--- config.mk ---
export PLATFORM = sky130hd
export DESIGN_NAME = rvsf_ctrl
export DESIGN_NICKNAME = d
export VERILOG_FILES = /design/src/design/rvsf_pkg.sv /design/src/design/rvsf_ctrl.sv
export VERILOG_INCLUDE_DIRS = /design/src /design/src/design
export SDC_FILE = /design/constraint.sdc
export NUM_CORES = 1
export LEC_CHECK = 0
export ABC_AREA = 1
export BUFFER_PORTS_ARGS = -buffer_cell sky130_fd_sc_hd__buf_4
export CAP_MARGIN = 20
export CORE_AREA = 4 4 41 43
export DETAILED_ROUTE_END_ITERATION = 8
export DIE_AREA = 0 0 45 47
export SLEW_MARGIN = 20
export SYNTH_ARGS = -nofsm -noshare
export SYNTH_HDL_FRONTEND = slang
export SYNTH_SLANG_ARGS = --single-unit
export TNS_END_PERCENT = 100
--- constraint.sdc ---
create_clock -name clk -period 1.3 [get_ports clk]
set_clock_uncertainty 0.15 [all_clocks]
set_input_delay 0.26 -clock clk [delete_from_list [all_inputs] [get_ports clk]]
set_output_delay 0.26 -clock clk [all_outputs]
set_load 0.01 [all_outputs]
--- src/design/robust_variance_scaling_filter_defines.svh ---
// Assertion macros shared by the RTL of the robust variance scaling filter.
// No dependencies.
`ifndef ROBUST_VARIANCE_SCALING_FILTER_DEFINES_SVH
`define ROBUST_VARIANCE_SCALING_FILTER_DEFINES_SVH
// implication checked on every edge outside reset
`define RVSF_ASSERT_IMPL(label, ante, cons) \
  label: assert property (@(posedge clk) disable iff (rst) (ante) |-> (cons)) \
    else $error("assertion failed");
// next-cycle implication
`define RVSF_ASSERT_NEXT(label, ante, cons) \
  label: assert property (@(posedge clk) disable iff (rst) (ante) |=> (cons)) \
    else $error("assertion failed");
`endif

--- src/design/rvsf_pkg.sv ---
// Package for the robust variance scaling filter: types, constants, commands.
// No dependencies.
`default_nettype none
package rvsf_pkg;
  localparam int unsigned RetW   = 24;
  localparam int unsigned OutW   = 32;
  localparam int unsigned VarW   = 32;
  localparam logic [31:0] VarOne = 32'd65536;

  localparam logic [1:0] CfgAlpha = 2'd0;
  localparam logic [1:0] CfgBeta  = 2'd1;
  localparam logic [1:0] CfgCy1   = 2'd2;
  localparam logic [1:0] CfgClip  = 2'd3;

  typedef enum logic [2:0] {
    ST_IDLE, ST_SQ, ST_T1, ST_T2, ST_P, ST_ROOT, ST_SCALE, ST_NEXT
  } state_t;

  // controller -> datapath commands
  typedef struct packed {
    logic load;       // capture input word
    logic do_sq;      // r^2, clip
    logic do_t1;      // a*cy1
    logic do_t2;      // (a*cy1)*m
    logic do_p;       // q*s, new variance
    logic root_start; // begin square root
    logic root_step;  // one root iteration
    logic do_scale;   // root*r, write variance
    logic out_load;   // saturate, move lane result into build register
    logic out_push;   // copy finished word to output register
  } cmd_t;

  // datapath -> controller status
  typedef struct packed {
    logic root_done;
    logic last_lane;
  } sts_t;
endpackage
`default_nettype wire

--- src/design/rvsf_ctrl.sv ---
// Controller of the robust variance scaling filter: sequences lanes and the
// root unit, runs the stream handshakes. Uses rvsf_pkg and the defines header.
`default_nettype none
`include "robust_variance_scaling_filter_defines.svh"
module rvsf_ctrl (
  input  wire logic           clk,
  input  wire logic           rst,
  input  wire logic           in_valid,
  output logic                in_ready,
  output logic                out_valid,
  input  wire logic           out_ready,
  output rvsf_pkg::cmd_t      cmd,
  input  wire rvsf_pkg::sts_t sts
);
  rvsf_pkg::state_t state, state_next;
  logic pend;              // last lane product awaiting saturation
  logic hold;              // finished word waits for the output register
  logic full;              // out_word holds an untaken word
  logic push;              // finished word moves to the output register
  logic lane_done_q;       // lane just scaled was the last one

  always_ff @(posedge clk) begin
    if (rst) begin
      state <= rvsf_pkg::ST_IDLE;
      pend  <= 1'b0;
      hold  <= 1'b0;
      full  <= 1'b0;
    end else begin
      state <= state_next;
      pend  <= cmd.do_scale && sts.last_lane;
      if (pend) hold <= 1'b1;
      else if (push) hold <= 1'b0;
      if (push) full <= 1'b1;
      else if (out_valid && out_ready) full <= 1'b0;
    end
  end

  assign push      = hold && (!full || out_ready);
  assign out_valid = full;
  assign in_ready  = (state == rvsf_pkg::ST_IDLE) && !pend && !hold;

  always_comb begin
    state_next = state;
    cmd = '0;
    cmd.out_push = push;
    unique case (state)
      rvsf_pkg::ST_IDLE: begin
        if (in_valid && in_ready) begin
          cmd.load = 1'b1;
          state_next = rvsf_pkg::ST_SQ;
        end
      end
      rvsf_pkg::ST_SQ: begin
        cmd.do_sq = 1'b1;
        cmd.do_t1 = 1'b1;
        cmd.root_start = 1'b1;
        state_next = rvsf_pkg::ST_T2;
      end
      rvsf_pkg::ST_T2: begin
        cmd.do_t2 = 1'b1;
        cmd.root_step = 1'b1;
        state_next = rvsf_pkg::ST_P;
      end
      rvsf_pkg::ST_P: begin
        cmd.do_p = 1'b1;
        cmd.root_step = 1'b1;
        state_next = rvsf_pkg::ST_ROOT;
      end
      rvsf_pkg::ST_ROOT: begin
        if (sts.root_done) state_next = rvsf_pkg::ST_SCALE;
        else cmd.root_step = 1'b1;
      end
      rvsf_pkg::ST_SCALE: begin
        cmd.do_scale = 1'b1;
        state_next = rvsf_pkg::ST_NEXT;
      end
      rvsf_pkg::ST_NEXT: begin
        cmd.out_load = 1'b1;
        state_next = (lane_done_q) ? rvsf_pkg::ST_IDLE : rvsf_pkg::ST_SQ;
      end
      default: state_next = rvsf_pkg::ST_IDLE;
    endcase
  end

  // remembers whether the lane just scaled was the last one
  always_ff @(posedge clk) begin
    if (cmd.do_scale) lane_done_q <= sts.last_lane;
  end

  `RVSF_ASSERT_IMPL(a_load_idle, cmd.load, state == rvsf_pkg::ST_IDLE)
  `RVSF_ASSERT_IMPL(a_no_accept_hold, in_valid && in_ready, !hold)
  `RVSF_ASSERT_NEXT(a_pend_holds, pend, hold)
endmodule
`default_nettype wire

==> results.md, run 1 <==
- Status: complete, but fails checks
- Failing checks: negative setup slack
- Power Total: 634 uW
- GRT overflow: 0
- Fmax: 660 MHz
- Rows: 13
- Peak supply drop: 0.000562 V
- # setup viols final: 10
- CTS max path bufs: 2
- Clk_lat worst skew: 0.24 ns
- Worst-path clk slew: 0.05 ns
- Critical path required time: 0.89 ns
- # clock sinks: 7
- Worst R2R Path Depth: 9
- Post-route setup slack: -0.214 ns
- Netlist cell types: 16
- Area of placed instances: 586 um2
- Die Ht: 47 um
- Vias: 435
- DR DRC count: 0
- Synthesis Warnings: 0
- Area Growth Syn to Fin: 80.1%
- Initial antenna violation count: 0
- Placed Cells: 96
- Mapped Cells: 59
- Vias/cell: 4.26
- Syn Nets: 65
- PwrDens: 905 nW/um2
- Placement Setup Slack: -0.0373 ns
- Cell Count, Final, Fillers Out: 102
- Crit path time final: 1.51 ns
- Post-Syn Area: 389 um2
- Initial core utilization: 29.9%
- Cell area after layout: 701 um2
- Fin. Hold Viols: 0
- Worst setup SP type: register
- Worst setup path start: state[2]$_SDFFE_PP0P_
- Die X: 45 um
- Worst setup EP type: primary output
- Seq/Total Area, Yosys: 38.6%
- First-pass GRT wire length: 1630 um
- Worst Max-Slew Pin Slew: 0.140 ns
- IO Port Bufs: 17
- Worst Hold Depth: 2
- Final nets: 94
- P_leak: 0.367 nW
- Rel. slew slack: 90.6%
- CTS tree: done
- Tcrit/Tclk final: 116%
- Syn Area/Cell: 6.60 um2
- Hold Path Origin: rst
- WL/cell: 10.4 um
- Ant diodes: 0
- Worst r2r src: state[2]$_SDFFE_PP0P_
- Pins Over Slew Limit: 0
- FF+latch count, synth: 7
- Number of buffers created by CTS: 3
- Reg2Reg Setup Slack: 0.01 ns
- Pin count of the biggest net entering global routing: 7
- GRT Total Usage: 11.2%
- Routed WL: 1060 um
- Worst hold endpoint: state[1]$_SDFFE_PP0P_
- HP Class: in2reg
- Setup TNS: -1.55 ns
- Crit path DAT: 1.10 ns
- Worst Path Max Fanout: 6
- Clock H-tree levels: 1
- Initial DRC Count: 7
- Max cap viols: 0
- Clk root buf: clkbuf_4
- Layout cells sized above 1: 62.1%
- Ports: 18
- Reg-to-reg endpoint: state[0]$_SDFFE_PP0P_
- Pre-Repair DR Iteration Count: 4
- WS Path Type: reg2out
- RePlAce Congestion: 0.711
- Die Area: 2120 um2
- DRT antenna net count: 0
- Hpwl dp: 751 um
- CORE AREA: 1300 um2
- RSZ-0062 raised after global routing: true
- Number of global-route vias before repair: 426
[power breakdown]
| part | internal [mW] | total (mW) | switching [mW] |
|---|---|---|---|
| Sequential | 0.230 | 0.245 | 0.0150 |
| Clock | 0.117 | 0.187 | 0.0707 |
| Combinational | 0.107 | 0.202 | 0.0946 |
| Total | 0.454 | 0.634 | 0.180 |
[worst max-delay path by stage]
stage / endpoint / slack, ns / cells after the start
floorplan: cmd[9] / 0.002 / 5
finish: cmd[3] / -0.21 / 6
detailed placement: cmd[9] / -0.04 / 6
global placement: cmd[9] / -0.008 / 6
global route: cmd[3] / -0.27 / 4
CTS: cmd[9] / -0.23 / 6
[cell families (layout without fill, tap and decap cells)]
group	after synthesis	in the layout	synth area share, %
simple gates	28	28	31.5
compound gates	7	7	10.6
buf+inv	17	45	19.3
flops	7	7	38.6
[timing repair]
item / 4_1_cts / 5_1_grt
setup buffers: 2 / 0
setup endpoints to repair: 10 / 12
hold buffers: 0 / 0
endpoints found under the hold margin: 0 / 0
resized for setup: 21 / 7
pin swaps: 1 / 2
[stage by stage]
step                      hold slack [ns]  utilization, %
after floorplan                     0.179               -
after global placement              0.291            45.0
after detailed placement            0.295            45.0
after CTS                          0.0235            52.9
after global routing               0.0143            53.8
final                              0.0332            53.8
[cell type report]
class,count,area [um2]
sequential,7,158
multi-input combinational,35,205
timing repair buffer,27,238
fill,133,601
inverter,14,55.1
clock buffer,4,26.3
tap,15,18.8
[registers in the layout (all words and copies together), names as in the netlist]
register,cells
pend,1
state,3
out_valid,1
lane_done_q,1
hold,1
[worst max-delay path, cell delays in order (launching register included)]
cell	delay, ns
dfxtp_2	0.33
buf_12	0.13
nand2_2	0.08
inv_4	0.04
nand2_2	0.05
nand3b_1	0.08
buf_4	0.15
[placed cells by master, fill, tap and decap left out, drive strengths merged]
| cell | n |
|---|---|
| nand2 | 15 |
| nor2 | 9 |
| a21oi | 5 |
| edfxtp | 1 |
| clkbuf | 4 |
| dfxtp | 6 |
| inv | 14 |
| o21ai | 1 |
| buf | 27 |
| nand3b | 1 |
| nor3 | 1 |
| o21bai | 1 |
| nand3 | 2 |
[Yosys cell counts]
cell type,n,area (um2)
nor2_1,8,30.0
nand3b_1,1,7.51
o21bai_1,1,7.51
nor2_2,1,6.26
nand3_1,2,10.0
edfxtp_1,1,30.0
nor3_1,1,5.00
inv_1,11,41.3
buf_4,3,22.5
a21oi_1,5,25.0
dfxtp_1,6,120
clkinv_1,1,3.75
inv_2,2,7.51
nand2_1,12,45.0
nand2_2,3,18.8
o21ai_2,1,8.76
[routing by layer]
| layer | global-route usage (%) | vias up | part of all wire, % |
|---|---|---|---|
| li1 | - | 229 | - |
| met1 | 10.2 | 199 | 37 |
| met2 | 20.6 | 5 | 60 |
| met3 | 2.68 | 2 | 2.6 |
| met4 | 9.94 | 0 | 0.57 |
| met5 | 0 | - | 0 |
No activity file was read; power rests on OpenSTA's default activity.
==> inputs of run 2 (changes only) <==
--- a/config.mk
+++ b/config.mk
@@ -9,9 +9,11 @@
 export ABC_AREA = 1
 export BUFFER_PORTS_ARGS = -buffer_cell sky130_fd_sc_hd__buf_4
 export CAP_MARGIN = 20
-export CORE_AREA = 4 4 41 43
+export CELL_PAD_IN_SITES_DETAIL_PLACEMENT = 1
+export CELL_PAD_IN_SITES_GLOBAL_PLACEMENT = 1
+export CORE_UTILIZATION = 28
 export DETAILED_ROUTE_END_ITERATION = 8
-export DIE_AREA = 0 0 45 47
+export PLACE_DENSITY_LB_ADDON = 0.1
 export SLEW_MARGIN = 20
 export SYNTH_ARGS = -nofsm -noshare
 export SYNTH_HDL_FRONTEND = slang
==> results.md, run 2 (synthesis gave the netlist of run 1 again) <==
- CTS max path bufs: 2 (unchanged)
- PwrDens: 916 nW/um2 (+1.2%)
- WS Path Type: reg2out
- Fillcell total: 166 (+25%)
- Number of buffers created by CTS: 3 (unchanged)
- Worst hold endpoint: out_valid$_SDFFE_PP0P_
- Worst Path Max Fanout: 5 (-1)
- DR DRC count: 0 (unchanged)
- Crit-path most repeated cell: inv_2
- Ports: 18 (unchanged)
- WL/cell: 11.7 um (+12%)
- Pins Over Slew Limit: 0 (unchanged)
- First-pass GRT wire length: 1580 um (-2.9%)
- Worst setup EP type: primary output
- Final nets: 97 (+3.2%)
- Die Ht: 39.3 um (-16%)
- Final hold slack: 0.0343 ns (+0.00114 ns)
- RSZ-0062 raised after global routing: true
- Initial antenna violation count: 0 (unchanged)
- Max reg flops: 3 (unchanged)
- IO Port Bufs: 17 (unchanged)
- Crit path time final: 1.59 ns (+0.0716 ns)
- Rows: 13 (unchanged)
- Area Growth Syn to Fin: 87.5%
- GRT Total Usage: 15.4% (+4.2 points)
- Post-route setup slack: -0.286 ns (-0.0716 ns)
- Reg-to-reg endpoint: state[1]$_SDFFE_PP0P_
- Critical path required time: 0.89 ns (about the same)
- Ant diodes: 0 (unchanged)
- Worst setup SP type: register
- RePlAce Congestion: 0.742 (+4.4%)
- Rel. slew slack: 88.0% (-2.7 points)
- Initial core utilization: 29.9% (unchanged)
- Clk root buf: clkbuf_4
- Worst R2R Path Depth: 7 (-2)
- Number of global-route vias before repair: 419 (-1.6%)
- Commonest non-fill, non-tap cell in the layout: buf_4
- # clock sinks: 7 (unchanged)
- Worst setup path start: state[2]$_SDFFE_PP0P_
- Tcrit/Tclk final: 122% (+5.5 points)
- CTS hold repair buffers: 0 (unchanged)
- Biggest register: state
- Vias: 470 (+8.0%)
- Worst Max-Slew Pin Slew: 0.180 ns (+0.0403 ns)
- Clk_lat worst skew: 0.24 ns (about the same)
- Routed WL: 1230 um (+16%)
- # setup viols final: 12 (+2)
- Crit path DAT: 1.18 ns (+0.08 ns)
- CORE AREA: 1300 um2 (unchanged)
- Critical Path Slowest Stage Cell: dfxtp_4
- Clock H-tree levels: 1 (unchanged)
- Setup TNS: -1.90 ns (-0.342 ns)
- HP Class: in2reg
- DRT antenna net count: 0 (unchanged)
- GRT overflow: 0 (unchanged)
- Commonest cells after routing, fill and taps aside: buf_4, nand2_1, inv_1
- Pre-Repair DR Iteration Count: 1 (-3)
- Worst-path cell chain: inv_2 -> nand2_2 -> nor2_4 -> inv_2 -> nor2_1 -> buf_4
- CTS tree: done
- Pin count of the biggest net entering global routing: 7 (unchanged)
- Hpwl dp: 880 um (+17%)
- P_leak: 0.380 nW (+3.6%)
- Fmax: 631 MHz (-4.5%)
- Vias/cell: 4.48 (+5.0%)
- Placed Cells: 96 (unchanged)
- Die Area: 1540 um2 (-27%)
- Layout cells sized above 1: 62.2% (+0.15 points)
- Worst-path clk slew: 0.05 ns (about the same)
- Cell Count, Final, Fillers Out: 105 (+2.9%)
- Power Total: 668 uW (+5.3%)
- Failing checks: negative setup slack
- Max cap viols: 0 (unchanged)
- Initial DRC Count: 0 (-7)
- Hold Path Origin: rst
- Die X: 39.3 um (-13%)
- Peak supply drop: 0.000539 V (-4.3%)
- Fin. Hold Viols: 0 (unchanged)
- Critical Path Max Stage Delay: 0.37 ns (+0.04 ns)
- Status: complete, but fails checks
- Worst r2r src: state[1]$_SDFFE_PP0P_
- Reg2Reg Setup Slack: -0.05 ns (-0.06 ns)
- Placement Setup Slack: -0.0517 ns (-0.0144 ns)
- Worst Hold Depth: 2 (unchanged)
run 2: critical path: cells and delay by family (launching register included):
kind | cells | cell delay (ns)
buf+inv | 3 | 0.27
simple gates | 3 | 0.29
flops | 1 | 0.37
run 2: area by class of cell:
| cell class | count | area, um2 | area share, % |
|---|---|---|---|
| clock buffers | 4 | 26.3 | 3.60 |
| well taps | 15 | 18.8 | 2.57 |
| flip-flops and latches | 7 | 161 | 22.1 |
| multi-input cells | 35 | 219 | 30.0 |
| inverters | 14 | 56.3 | 7.72 |
| repair buffers | 30 | 248 | 34.0 |
run 2: worst max path at each step:
stage          slack, ns       end  depth (start not counted)
2_1_floorplan      0.002    cmd[9]                          5
3_3_place_gp       -0.04    cmd[3]                          4
3_5_place_dp       -0.05    cmd[9]                          6
4_1_cts            -0.23    cmd[9]                          6
5_1_grt            -0.32    cmd[9]                          6
6_report           -0.29  in_ready                          6
run 2: timing repair:
| action | 4_1_cts | 5_1_grt |
|---|---|---|
| endpoints found under the setup margin | 10 | 11 |
| pin swaps | 1 | 4 |
| gates resized for setup | 16 | 15 |
| buffers inserted | 3 | 2 |
run 2: per-stage QoR:
stage          util [%]  area (um2)
3_5_place_dp       44.0         573
6_report           56.1         729
5_1_grt            56.1         729
4_1_cts            51.0         663
3_3_place_gp       44.0         573
2_1_floorplan         -         389
run 2: power breakdown:
| group | total, mW | switching (mW) | leakage [nW] | internal [mW] |
|---|---|---|---|---|
| clock | 0.191 | 0.0740 | 0.0150 | 0.117 |
| combinational | 0.231 | 0.105 | 0.305 | 0.126 |
| sequential | 0.247 | 0.0186 | 0.0598 | 0.228 |
run 2: routing by layer:
metal	vias to the layer above	global-route usage (%)	share of wire, %
li1	234	-	-
met1	224	17.7	41
met2	10	27.5	56
met3	2	1.70	2.3
met4	0	7.76	0.33
met5	-	0	0
